==> config.mk <==
export PLATFORM = sky130hd
export DESIGN_NAME = deadline_waitlist_arbiter
export DESIGN_NICKNAME = d
export VERILOG_FILES = /design/src/rtl/core/dwa_pkg.sv /design/src/rtl/core/deadline_waitlist_arbiter.sv /design/src/rtl/core/dwa_cell.sv
export SDC_FILE = /design/constraint.sdc
export NUM_CORES = 2
export LEC_CHECK = 0
export BUFFER_PORTS_ARGS = -buffer_cell sky130_fd_sc_hd__buf_2
export CAP_MARGIN = 0
export CORE_ASPECT_RATIO = 0.7
export CORE_MARGIN = 2
export CORE_UTILIZATION = 40
export CTS_CLUSTER_DIAMETER = 40
export DETAILED_ROUTE_END_ITERATION = 6
export SYNTH_ARGS = -nofsm -noshare
export SYNTH_HDL_FRONTEND = slang
export SYNTH_HIERARCHICAL = 1
export SYNTH_SLANG_ARGS = --single-unit
export TNS_END_PERCENT = 30
==> constraint.sdc <==
create_clock -name clk -period 16.45 [get_ports clk]
set_input_delay 0.8225 -clock clk [delete_from_list [all_inputs] [get_ports clk]]
set_output_delay 0.8225 -clock clk [all_outputs]
set_load 0.02 [all_outputs]
==> src/rtl/core/dwa_pkg.sv <==
`timescale 1ns / 1ps
// ----------------------------------------------------------------------------
// dwa_pkg: shared types and codes for the deadline waitlist arbiter
// Operation kinds, result status codes and the structs that run along the
// cell chain.
// ----------------------------------------------------------------------------
package dwa_pkg;

    localparam logic [1:0] KIND_ENQ = 2'd0;
    localparam logic [1:0] KIND_DEQ = 2'd1;
    localparam logic [1:0] KIND_QRY = 2'd2;

    localparam logic [1:0] STATUS_OK      = 2'd0;
    localparam logic [1:0] STATUS_FULL    = 2'd1;
    localparam logic [1:0] STATUS_MISSING = 2'd2;

    localparam logic REG_MODE     = 1'b0;
    localparam logic REG_COOLDOWN = 1'b1;

    // Carried from cell to cell: first id match seen so far, and whether
    // any earlier cell holds a waiter that precedes the requester.
    typedef struct packed {
        logic found;
        logic block;
    } chain_t;

    // Broadcast to every cell for the operation being executed.
    typedef struct packed {
        logic enq;
        logic deq;
        logic mode;
    } cell_ctrl_t;

endpackage

==> src/rtl/core/deadline_waitlist_arbiter.sv <==
`timescale 1ns / 1ps
// ----------------------------------------------------------------------------
// deadline_waitlist_arbiter: EDF / FIFO waitlist for one shared resource
// Keeps a compacted list of waiters in a chain of cells and answers enqueue,
// dequeue and grant queries, one result transfer per request transfer.
// ----------------------------------------------------------------------------
// Usage:
//   Requests enter on the s_* stream; tuser carries the operation kind
//   (enqueue, dequeue, query). Each request yields exactly one result on the
//   m_* stream: grant flag and waiter count in tdata, status in tuser.
//   A request is first captured in the request registers and then executed:
//   all cells compare in parallel, the match and precedence flags ripple
//   along the chain, the cells shift or load, and the result is loaded into
//   the output register. A new request is accepted only once the current one
//   has executed. If the output register still holds an untaken result,
//   execution waits and s_tready stays low until the result is taken.
//   Reset empties the list, sets FIFO ordering and a zero cooldown.
//   Registers (APB): 0x0 deadline_mode, 0x4 cooldown_time; write only while
//   idle.
// ----------------------------------------------------------------------------
module deadline_waitlist_arbiter
    import dwa_pkg::*;
#(
    parameter int MAX_WAITERS = 16,
    parameter int KEY_BITS    = 32
) (
    input  logic         clk,
    input  logic         rst_n,
    input  logic         s_tvalid,
    output logic         s_tready,
    // [7:0] requester_id, [39:8] requester_deadline, [71:40] requester_ticket,
    // [103:72] now_time, [135:104] release_time, [136] resource_locked
    input  logic [143:0] s_tdata,
    // [1:0] kind
    input  logic [1:0]   s_tuser,
    output logic         m_tvalid,
    input  logic         m_tready,
    // [0] turn_granted, [5:1] waiter_count
    output logic [7:0]   m_tdata,
    // [1:0] status
    output logic [1:0]   m_tuser,
    input  logic         psel,
    input  logic         penable,
    input  logic         pwrite,
    input  logic [2:0]   paddr,
    input  logic [31:0]  pwdata,
    output logic [31:0]  prdata,
    output logic         pready
);

    localparam int CNT_W = $clog2(MAX_WAITERS + 1);

    // configuration
    logic        mode_reg;
    logic [31:0] cooldown_reg;

    assign pready = 1'b1;
    assign prdata = (paddr[2] == REG_COOLDOWN) ? cooldown_reg : {31'd0, mode_reg};

    always_ff @(posedge clk or negedge rst_n)
    begin
        if (!rst_n)
        begin
            mode_reg     <= 1'b0;
            cooldown_reg <= 32'd0;
        end
        else if (psel && penable && pwrite && pready)
        begin
            if (paddr[2] == REG_MODE)
                mode_reg <= pwdata[0];
            else
                cooldown_reg <= pwdata;
        end
    end

    // request capture
    logic                busy_reg;
    logic [1:0]          kind_reg;
    logic [7:0]          item_id_reg;
    logic [KEY_BITS-1:0] item_dl_reg;
    logic [KEY_BITS-1:0] item_tk_reg;
    logic                time_ok_reg;
    logic [KEY_BITS-1:0] in_dl_key;
    logic [KEY_BITS-1:0] in_tk_key;
    logic [31:0]         elapsed;
    logic                accept;
    logic                commit;
    logic                m_tvalid_reg;

    generate
        if (KEY_BITS > 32)
        begin : g_key_wide
            assign in_dl_key = {{(KEY_BITS-32){1'b0}}, s_tdata[39:8]};
            assign in_tk_key = {{(KEY_BITS-32){1'b0}}, s_tdata[71:40]};
        end
        else if (KEY_BITS == 32)
        begin : g_key_full
            assign in_dl_key = s_tdata[39:8];
            assign in_tk_key = s_tdata[71:40];
        end
        else
        begin : g_key_narrow
            assign in_dl_key = s_tdata[8 +: KEY_BITS];
            assign in_tk_key = s_tdata[40 +: KEY_BITS];
        end
    endgenerate

    assign elapsed  = s_tdata[103:72] - s_tdata[135:104];
    assign s_tready = !busy_reg;
    assign accept   = s_tvalid && s_tready;
    assign commit   = busy_reg && (!m_tvalid_reg || m_tready);

    always_ff @(posedge clk or negedge rst_n)
    begin
        if (!rst_n)
            busy_reg <= 1'b0;
        else if (accept)
            busy_reg <= 1'b1;
        else if (commit)
            busy_reg <= 1'b0;
    end

    always_ff @(posedge clk)
    begin
        if (accept)
        begin
            kind_reg    <= s_tuser;
            item_id_reg <= s_tdata[7:0];
            item_dl_reg <= in_dl_key;
            item_tk_reg <= in_tk_key;
            time_ok_reg <= !s_tdata[136] && (elapsed >= cooldown_reg);
        end
    end

    // cell chain
    logic [CNT_W-1:0]    cnt_reg, cnt_next;
    logic                full;
    cell_ctrl_t          ctrl;
    chain_t              chain [MAX_WAITERS+1];
    logic [7:0]          cell_id [MAX_WAITERS];
    logic [KEY_BITS-1:0] cell_dl [MAX_WAITERS];
    logic [KEY_BITS-1:0] cell_tk [MAX_WAITERS];

    assign full      = (cnt_reg == CNT_W'(MAX_WAITERS));
    assign ctrl.mode = mode_reg;
    assign ctrl.enq  = commit && (kind_reg == KIND_ENQ) && !full;
    assign ctrl.deq  = commit && (kind_reg == KIND_DEQ) && chain[MAX_WAITERS].found;
    assign chain[0]  = '0;

    generate
        for (genvar i = 0; i < MAX_WAITERS; i++)
        begin : g_cell
            logic [7:0]          nb_id;
            logic [KEY_BITS-1:0] nb_dl;
            logic [KEY_BITS-1:0] nb_tk;

            if (i + 1 < MAX_WAITERS)
            begin : g_nb
                assign nb_id = cell_id[i+1];
                assign nb_dl = cell_dl[i+1];
                assign nb_tk = cell_tk[i+1];
            end
            else
            begin : g_top
                // nothing above the last slot; its content becomes unused
                assign nb_id = cell_id[i];
                assign nb_dl = cell_dl[i];
                assign nb_tk = cell_tk[i];
            end

            dwa_cell #(
                .KEY_BITS (KEY_BITS)
            ) u_cell (
                .clk       (clk),
                .ctrl      (ctrl),
                .active    (cnt_reg > CNT_W'(i)),
                .tail      (cnt_reg == CNT_W'(i)),
                .item_id   (item_id_reg),
                .item_dl   (item_dl_reg),
                .item_tk   (item_tk_reg),
                .nb_id     (nb_id),
                .nb_dl     (nb_dl),
                .nb_tk     (nb_tk),
                .id        (cell_id[i]),
                .dl        (cell_dl[i]),
                .tk        (cell_tk[i]),
                .chain_in  (chain[i]),
                .chain_out (chain[i+1])
            );
        end
    endgenerate

    always_comb
    begin
        cnt_next = cnt_reg;
        if (ctrl.enq)
            cnt_next = cnt_reg + CNT_W'(1);
        else if (ctrl.deq)
            cnt_next = cnt_reg - CNT_W'(1);
    end

    always_ff @(posedge clk or negedge rst_n)
    begin
        if (!rst_n)
            cnt_reg <= '0;
        else
            cnt_reg <= cnt_next;
    end

    // result
    logic             grant;
    logic [1:0]       status;
    logic [CNT_W+4:0] cnt_wide;
    logic             grant_reg;
    logic [1:0]       status_reg;
    logic [4:0]       count_reg;

    assign grant    = (kind_reg == KIND_QRY) && time_ok_reg && !chain[MAX_WAITERS].block;
    assign cnt_wide = {5'd0, cnt_next};

    always_comb
    begin
        case (kind_reg)
            KIND_ENQ: status = full ? STATUS_FULL : STATUS_OK;
            KIND_DEQ: status = chain[MAX_WAITERS].found ? STATUS_OK : STATUS_MISSING;
            default:  status = STATUS_OK;
        endcase
    end

    always_ff @(posedge clk or negedge rst_n)
    begin
        if (!rst_n)
            m_tvalid_reg <= 1'b0;
        else if (commit)
            m_tvalid_reg <= 1'b1;
        else if (m_tready)
            m_tvalid_reg <= 1'b0;
    end

    always_ff @(posedge clk)
    begin
        if (commit)
        begin
            grant_reg  <= grant;
            status_reg <= status;
            count_reg  <= cnt_wide[4:0];
        end
    end

    assign m_tvalid = m_tvalid_reg;
    assign m_tdata  = {2'd0, count_reg, grant_reg};
    assign m_tuser  = status_reg;

endmodule

==> src/rtl/core/dwa_cell.sv <==
`timescale 1ns / 1ps
// ----------------------------------------------------------------------------
// dwa_cell: one waitlist slot
// Holds one waiter's id and keys, compares them against the current item, loads the item at
// the tail on enqueue and takes its upper neighbor's entry when a dequeue closes a gap at or below it.
// ----------------------------------------------------------------------------
module dwa_cell
    import dwa_pkg::*;
#(
    parameter int KEY_BITS = 32
) (
    input  logic                clk,
    input  cell_ctrl_t          ctrl,
    input  logic                active,
    input  logic                tail,
    input  logic [7:0]          item_id,
    input  logic [KEY_BITS-1:0] item_dl,
    input  logic [KEY_BITS-1:0] item_tk,
    input  logic [7:0]          nb_id,
    input  logic [KEY_BITS-1:0] nb_dl,
    input  logic [KEY_BITS-1:0] nb_tk,
    output logic [7:0]          id,
    output logic [KEY_BITS-1:0] dl,
    output logic [KEY_BITS-1:0] tk,
    input  chain_t              chain_in,
    output chain_t              chain_out
);

    logic [7:0]          id_reg, id_next;
    logic [KEY_BITS-1:0] dl_reg, dl_next;
    logic [KEY_BITS-1:0] tk_reg, tk_next;
    logic                match;
    logic                precede;
    logic                shift;

    assign match   = active && (id_reg == item_id);
    assign precede = ctrl.mode ? (dl_reg < item_dl) : (tk_reg < item_tk);

    assign chain_out.found = chain_in.found || match;
    assign chain_out.block = chain_in.block || (active && !match && precede);

    // at or above the first match: pull the entry down from above
    assign shift = ctrl.deq && (chain_in.found || match);

    always_comb
    begin
        id_next = id_reg;
        dl_next = dl_reg;
        tk_next = tk_reg;
        if (ctrl.enq && tail)
        begin
            id_next = item_id;
            dl_next = item_dl;
            tk_next = item_tk;
        end
        else if (shift)
        begin
            id_next = nb_id;
            dl_next = nb_dl;
            tk_next = nb_tk;
        end
    end

    always_ff @(posedge clk)
    begin
        id_reg <= id_next;
        dl_reg <= dl_next;
        tk_reg <= tk_next;
    end

    assign id = id_reg;
    assign dl = dl_reg;
    assign tk = tk_reg;

endmodule
# Yosys cells after proc, flatten, opt, wreduce, memory -nomap -nowiden
# Cells that the tools add are included.
[totals]
regBits = 1275
input_bits = 188
output_inout_bits = 45
wordCells = 427
[op_classes]
addsub = 3
order_cmp = 49
eq_ne = 34
muxes = 116
bitwise = 1
reduce_logical = 163
[ops]
columns = ["op", "n"]
rows = [
  ["two-way mux 32 bit", 61],
  ["less-than comparator 32 bit", 32],
  ["two-way mux 8 bit", 30],
  ["equality test 8 bit", 16],
  ["logical AND 1 bit", 90],
  ["equality test 5 x 4 -> 1 bit (second input constant)", 8],
  ["greater-than comparator 5 x 4 -> 1 bit (second input constant)", 8],
  ["nonzero test 2 bit", 17],
  ["greater-or-equal comparator 32 bit", 1],
  ["subtractor 32 bit", 1],
  ["logical OR 1 bit", 31],
  ["logical NOT 1 bit", 21],
  ["two-way mux 1 bit", 21],
  ["equality test 5 x 3 -> 1 bit (second input constant)", 4],
  ["greater-than comparator 5 x 3 -> 1 bit (second input constant)", 4],
  ["equality test 5 x 2 -> 1 bit (second input constant)", 2],
  ["greater-than comparator 5 x 1 -> 1 bit (second input constant)", 2],
  ["greater-than comparator 5 x 2 -> 1 bit (second input constant)", 2],
  ["two-way mux 5 bit", 2],
  ["adder 5 x 1 -> 5 bit (second input constant)", 1],
  ["equality test 5 x 1 -> 1 bit (second input constant)", 1],
  ["equality test 5 bit (second input constant)", 1],
  ["logical NOT 5 bit", 1],
  ["subtractor 5 x 1 -> 5 bit (second input constant)", 1],
  ["7 further kinds", 8],
]

# Logic depth before layout (Yosys ltp)
[logic_depth]
depth_word = 22
depth_mapped = 27
mapped_depth_nobuf = 26

# Hierarchy
# The synthesis kept the hierarchy.
[modules_own_cells]
columns = ["mod", "instances", "cells_per_inst", "area_each_um2", "seq_area_each_um2"]
rows = [
  ["dwa_cell", 16, 456, 4531.8, 2162.1],
  ["deadline_waitlist_arbiter", 1, 684, 7320.8, 3493.4],
]

# Worst setup path before layout
# Ideal clock, no wire load.
[synth_path]
kind = "register to register"
from = "reg item_id_reg[5]"
to = "reg g_cell[0].u_cell.dl_reg[0], enable pin"
setup_time_ns = 0.741
arrival_time_ns = 5.339
t_required_ns = 15.709
setup_slack_ns = 10.370
stages_incl_launch_ff = 24
path_buffers = 0
synth_period_minus_slack_ns = 6.080
cell_sequence = "edfxtp_1 -> xnor2_1 -> nand4_1 -> nor2_1 -> a21o_1 -> a21o_1 -> a21o_1 -> a21o_1 -> a21o_1 -> a21o_1 -> a21o_1 -> a21o_1 -> a21o_1 -> a21o_1 -> a21o_1 -> a21o_1 -> a21o_1 -> a21o_1 -> a21o_1 -> a21o_1 -> nand3_1 -> inv_1 -> nand2_1 -> nand2_1"
[synth_rtl]
columns = ["item", "line", "source"]
rows = [
  ["start, declared", "deadline_waitlist_arbiter.sv:79", "logic [7:0] item_id_reg;"],
  ["start signal, assigned", "deadline_waitlist_arbiter.sv:128", "item_id_reg <= s_tdata[7:0];"],
  ["end signal, assigned", "dwa_cell.sv:67", "dl_reg <= dl_next;"],
  ["end, declared", "dwa_cell.sv:30", "logic [KEY_BITS-1:0] dl_reg, dl_next;"],
]

# Worst setup path in the final report
[layout_path]
from = "reg cnt_reg[1]"
to = "reg g_cell[15].u_cell.dl_reg[2], enable pin"
[layout_between]
elab_chain_len = 4
elab_cells_between_ends = 5
classes_between = "eq/ne (2); reduce/logical (3)"
[layout_lines]
columns = ["item", "line", "source"]
rows = [
  ["start, declared", "deadline_waitlist_arbiter.sv:136", "logic [CNT_W-1:0] cnt_reg, cnt_next;"],
  ["start signal, assigned", "deadline_waitlist_arbiter.sv:207", "cnt_reg <= cnt_next;"],
  ["equality test 5 bit", "deadline_waitlist_arbiter.sv:144", "assign full = (cnt_reg == CNT_W'(MAX_WAITERS));"],
  ["logical NOT 1 bit", "deadline_waitlist_arbiter.sv:146", "assign ctrl.enq = commit && (kind_reg == KIND_ENQ) && !full;"],
  ["logical AND 1 bit", "deadline_waitlist_arbiter.sv:146", ""],
  ["logical AND 1 bit (*)", "dwa_cell.sv:50", "if (ctrl.enq && tail)"],
  ["end signal, assigned", "dwa_cell.sv:67", ""],
  ["end, declared", "dwa_cell.sv:30", ""],
]
# Every way passes the cells marked *; elsewhere a longest branch is shown, timed or not.
# A chain may end at the register's enable or synchronous reset.

==> impl_metrics.prom <==
# TYPE chip_impl_metric gauge
chip_impl_info{name="status",value="complete, no violations"} 1
chip_impl_metric{name="post_drt_wl_per_cell",unit="microns"} 17.3
chip_impl_info{name="globalRoute.busiestLayer",value="met1"} 1
chip_impl_metric{name="critical_path.n_buffers_inverters",unit=""} 2
chip_impl_metric{name="clkSinkCount",unit=""} 1275
chip_impl_metric{name="clkLatencyLatePin",unit="ns"} 0.84
chip_impl_metric{name="worst_clock_skew",unit="ns"} 0.0423
chip_impl_metric{name="setup_slack_on_the_worst_flop_to_flop_path",unit="ns"} 9.04
chip_impl_info{name="min-delay-path-class",value="input port to async pin"} 1
chip_impl_metric{name="final.period_utilization",unit=""} 0.451
chip_impl_metric{name="final.setup.tns",unit="ns"} 0
chip_impl_metric{name="synth_async_sr_flop_share",unit=""} 0.0314
chip_impl_metric{name="place_congestion",unit=""} 0.869
chip_impl_metric{name="cts-buffers-inserted",unit=""} 198
chip_impl_metric{name="drc",unit=""} 0
chip_impl_metric{name="max_cap_viol_count",unit=""} 0
chip_impl_metric{name="cts.clk_slew.worst_paths",unit="ns"} 0.05
chip_impl_metric{name="report.final.hold_viol_count",unit=""} 0
chip_impl_metric{name="final_period_minus_worst_setup_slack",unit="ns"} 7.41
chip_impl_metric{name="die_h",unit="microns"} 378
chip_impl_info{name="grt_setup_unrepaired",value="no"} 1
chip_impl_metric{name="synth-seq-area-share",unit=""} 0.477
chip_impl_info{name="critical_path.slowest_cell",value="nor3_1"} 1
chip_impl_metric{name="slew_violations",unit=""} 0
chip_impl_info{name="path_delay_family",value="compound AO/OA/AOI/OAI gates"} 1
chip_impl_metric{name="htree_num_levels",unit=""} 4
chip_impl_metric{name="met1_usage",unit=""} 0.298
chip_impl_metric{name="synthToLayoutAreaGrowth",unit="%"} 13.7
chip_impl_info{name="crit_path_cell_trace",value="inv_1 > ha_1 > nand2_1 > nor3_1 > a21oi_1 > a21o_1 > a21o_1 > a21o_1 > a21o_1 > a21o_1 > a21o_1 > a21o_1 > a21o_1 > a21o_1 > a21o_1 > a21o_1 > a21o_1 > a21o_1 > a21o_1 > a21o_1 > nand3_1 > inv_1 > nand2_1 > nand2_4"} 1
chip_impl_metric{name="grt_first_pass_wirelength",unit="microns"} 302000
chip_impl_metric{name="synth_warnings",unit=""} 6
chip_impl_metric{name="pre_cts_slack",unit="ns"} 9.26
chip_impl_metric{name="yosys.cell_types.count",unit=""} 69
chip_impl_metric{name="route.vias.total",unit=""} 56761
chip_impl_metric{name="detail_route.first_pass.iterations",unit=""} 5
chip_impl_metric{name="drt_wl_total",unit="microns"} 190000
chip_impl_metric{name="report.final.setup_viol",unit=""} 0
chip_impl_info{name="synth_area_leaders",value="edfxtp_1 46%, ha_1 17%, nand2_1 6.4%"} 1
chip_impl_info{name="worst_setup_path_end_kind",value="register"} 1
chip_impl_metric{name="antenna_left",unit=""} 0
chip_impl_metric{name="grt_use_met2",unit=""} 0.245
chip_impl_metric{name="slew_headroom",unit=""} 0.203
chip_impl_info{name="path_class",value="register to register"} 1
chip_impl_metric{name="total_power",unit="mW"} 10.4
chip_impl_info{name="tritoncts_clock_tree",value="yes"} 1
chip_impl_metric{name="cts_setup_buffers",unit=""} 0
chip_impl_metric{name="cellLeakagePower",unit="nW"} 40.7
chip_impl_metric{name="count_of_input_and_output_buffers",unit=""} 220
chip_impl_metric{name="finish.utilization",unit=""} 0.456
chip_impl_metric{name="synth_enable_flop_cells",unit=""} 1235
chip_impl_metric{name="crit_required",unit="ns"} 16.77
chip_impl_metric{name="maximum_buffer_depth_of_the_clock_tree",unit=""} 3
chip_impl_metric{name="grt_overflow_total",unit=""} 0
chip_impl_metric{name="grt_max_degree",unit=""} 81
chip_impl_metric{name="nNetsFinal",unit=""} 9451
chip_impl_metric{name="synth_area",unit="sq um"} 79800
chip_impl_metric{name="ios",unit=""} 233
chip_impl_metric{name="power_density",unit="nW/um^2"} 114
chip_impl_metric{name="postCtsHoldBufs",unit=""} 0
chip_impl_metric{name="rows",unit=""} 137
chip_impl_metric{name="final_critical_path_setup_slack",unit="ns"} 9.04
chip_impl_metric{name="initial_utilization",unit=""} 0.401
chip_impl_metric{name="yosys.area.top_type_share",unit=""} 0.465
chip_impl_metric{name="synth-seq-cells",unit=""} 1275
chip_impl_info{name="post-synth-top-count-cell",value="nand2_1"} 1
chip_impl_metric{name="number_of_global_route_vias_before_repair",unit=""} 55359
chip_impl_metric{name="grt_antenna_before_repair",unit=""} 7
chip_impl_metric{name="post_cts_resize_count",unit=""} 0
chip_impl_metric{name="vdd_ir_drop_max",unit="V"} 0.000111
chip_impl_info{name="ys_top_cells_by_count",value="1366 x nand2_1, 1235 x edfxtp_1, 1066 x inv_1, 1060 x ha_1, 647 x o21ai_0"} 1
chip_impl_metric{name="drive_gt1_frac",unit=""} 0.0820
chip_impl_metric{name="drt_iter0_markers",unit=""} 4777
chip_impl_metric{name="avgSynthCellArea",unit="sq um"} 10.0
chip_impl_metric{name="globalRouteTotalUtil",unit=""} 0.184
chip_impl_info{name="cts-root-buf",value="clkbuf_16"} 1
chip_impl_info{name="timing.critical_path.mode_cell",value="a21o_1"} 1
chip_impl_metric{name="dieArea",unit="sq um"} 203000
chip_impl_metric{name="die_width",unit="microns"} 538
chip_impl_info{name="yosysTopAreaCell",value="edfxtp_1"} 1
chip_impl_metric{name="worst_pin_slew",unit="ns"} 1.18
chip_impl_info{name="startpoint_class_of_the_critical_path",value="register"} 1
chip_impl_metric{name="timing.critical_path.slowest_cell_delay",unit="ns"} 0.79
chip_impl_metric{name="max_clock_freq",unit="MHz"} 135
chip_impl_metric{name="fp.coreArea",unit="sq um"} 199000
chip_impl_metric{name="route.detailed.vias_per_inst",unit=""} 5.15
chip_impl_metric{name="inst_count_dp",unit=""} 10643
chip_impl_metric{name="synth_cells",unit=""} 7980
chip_impl_metric{name="critical_path.max_fanout",unit=""} 72
chip_impl_info{name="yosys_most_used_dff",value="edfxtp_1"} 1
chip_impl_metric{name="cp.arrival",unit="ns"} 7.74
chip_impl_metric{name="finish.cell_count_without_fillers",unit=""} 11023
chip_impl_metric{name="dp_hpwl",unit="microns"} 140000
chip_impl_metric{name="grt.met3_usage",unit=""} 0.0360
[logic make-up (layout without fill, tap and decap cells)]
logic type,count (synthesis),count (layout),synth area share
adder cells (fa/ha/maj),1061,1061,0.166
buffers and inverters,1312,1706,0.0619
AO/OA/AOI/OAI,1899,1899,0.136
flip-flops,1275,1275,0.477
other,2,10,0.0000941
XOR/XNOR,156,156,0.0171
multiplexers,197,197,0.0278
AND/OR/NAND/NOR,2078,2078,0.114
[routing by layer]
layer,up-vias,part of all wire
li1,28954,-
met1,26196,0.54
met2,1380,0.38
met3,223,0.068
met4,8,0.018
met5,-,0.00020
[worst register-to-register path: stages (launching register included)]
cell     delay [ns]
dfrtp_1        0.50
inv_1          0.20
ha_1           0.18
nand2_1        0.19
nor3_1         0.79
a21oi_1        0.39
a21o_1         0.29
a21o_1         0.18
a21o_1         0.19
a21o_1         0.18
a21o_1         0.19
a21o_1         0.19
a21o_1         0.19
a21o_1         0.19
a21o_1         0.19
a21o_1         0.18
a21o_1         0.19
a21o_1         0.19
a21o_1         0.19
a21o_1         0.17
a21o_1         0.19
nand3_1        0.32
inv_1          0.57
nand2_1        0.30
nand2_4        0.55
[cell usage in the layout (no fill, tap or decap), types with 45 or more instances in the layout]
cell / count
a211o_1: 65
a21o_1: 92
a21oi_1: 356
and2_1: 53
buf_2: 220
buf_4: 45
clkbuf_16: 201
edfxtp_1: 1235
ha_1: 1060
inv_1: 1066
mux2_1: 160
nand2_1: 1334
nand3_1: 46
nand4_1: 135
nor2_1: 234
o21ai_0: 647
o21ai_1: 498
o221ai_1: 48
xnor2_1: 149
[layout make-up]
class	count	area, sq um
antenna	5	12.5
clock buffer	217	5100
clock inverter	158	1750
fill	18536	108000
inverter	1066	4000
multi-input combinational	5396	37100
sequential	1275	38100
tap	2641	3300
timing repair buffer	265	1440
[report_power, final]
group	switching, mW	internal [mW]
Clock	1.63	2.66
Sequential	0.298	3.80
Combinational	1.23	0.735
[final timing paths]
check	from	endpoint	depth (start not counted)
worst max-delay path	cnt_reg[1]	g_cell[15].u_cell/dl[2]	24
worst min-delay path	rst_n	cooldown_reg[27]	2
worst max register to register	cnt_reg[1]	g_cell[15].u_cell/dl[2]	24
worst min register to register	cooldown_reg[16]	cooldown_reg[16]	1
max in group asynchronous	rst_n	mode_reg	2
min in group clk	s_tdata[57]	item_tk_reg[17]	1
[metrics by stage]
step | hold slack [ns] | cell area (sq um)
4_1_cts | 0.0927 | 90800
2_1_floorplan | 0.494 | 79800
6_report | 0.148 | 90800
3_5_place_dp | 0.518 | 83900
5_1_grt | 0.110 | 90800
3_3_place_gp | 0.517 | 83900
(Power assumes the default switching activity.)
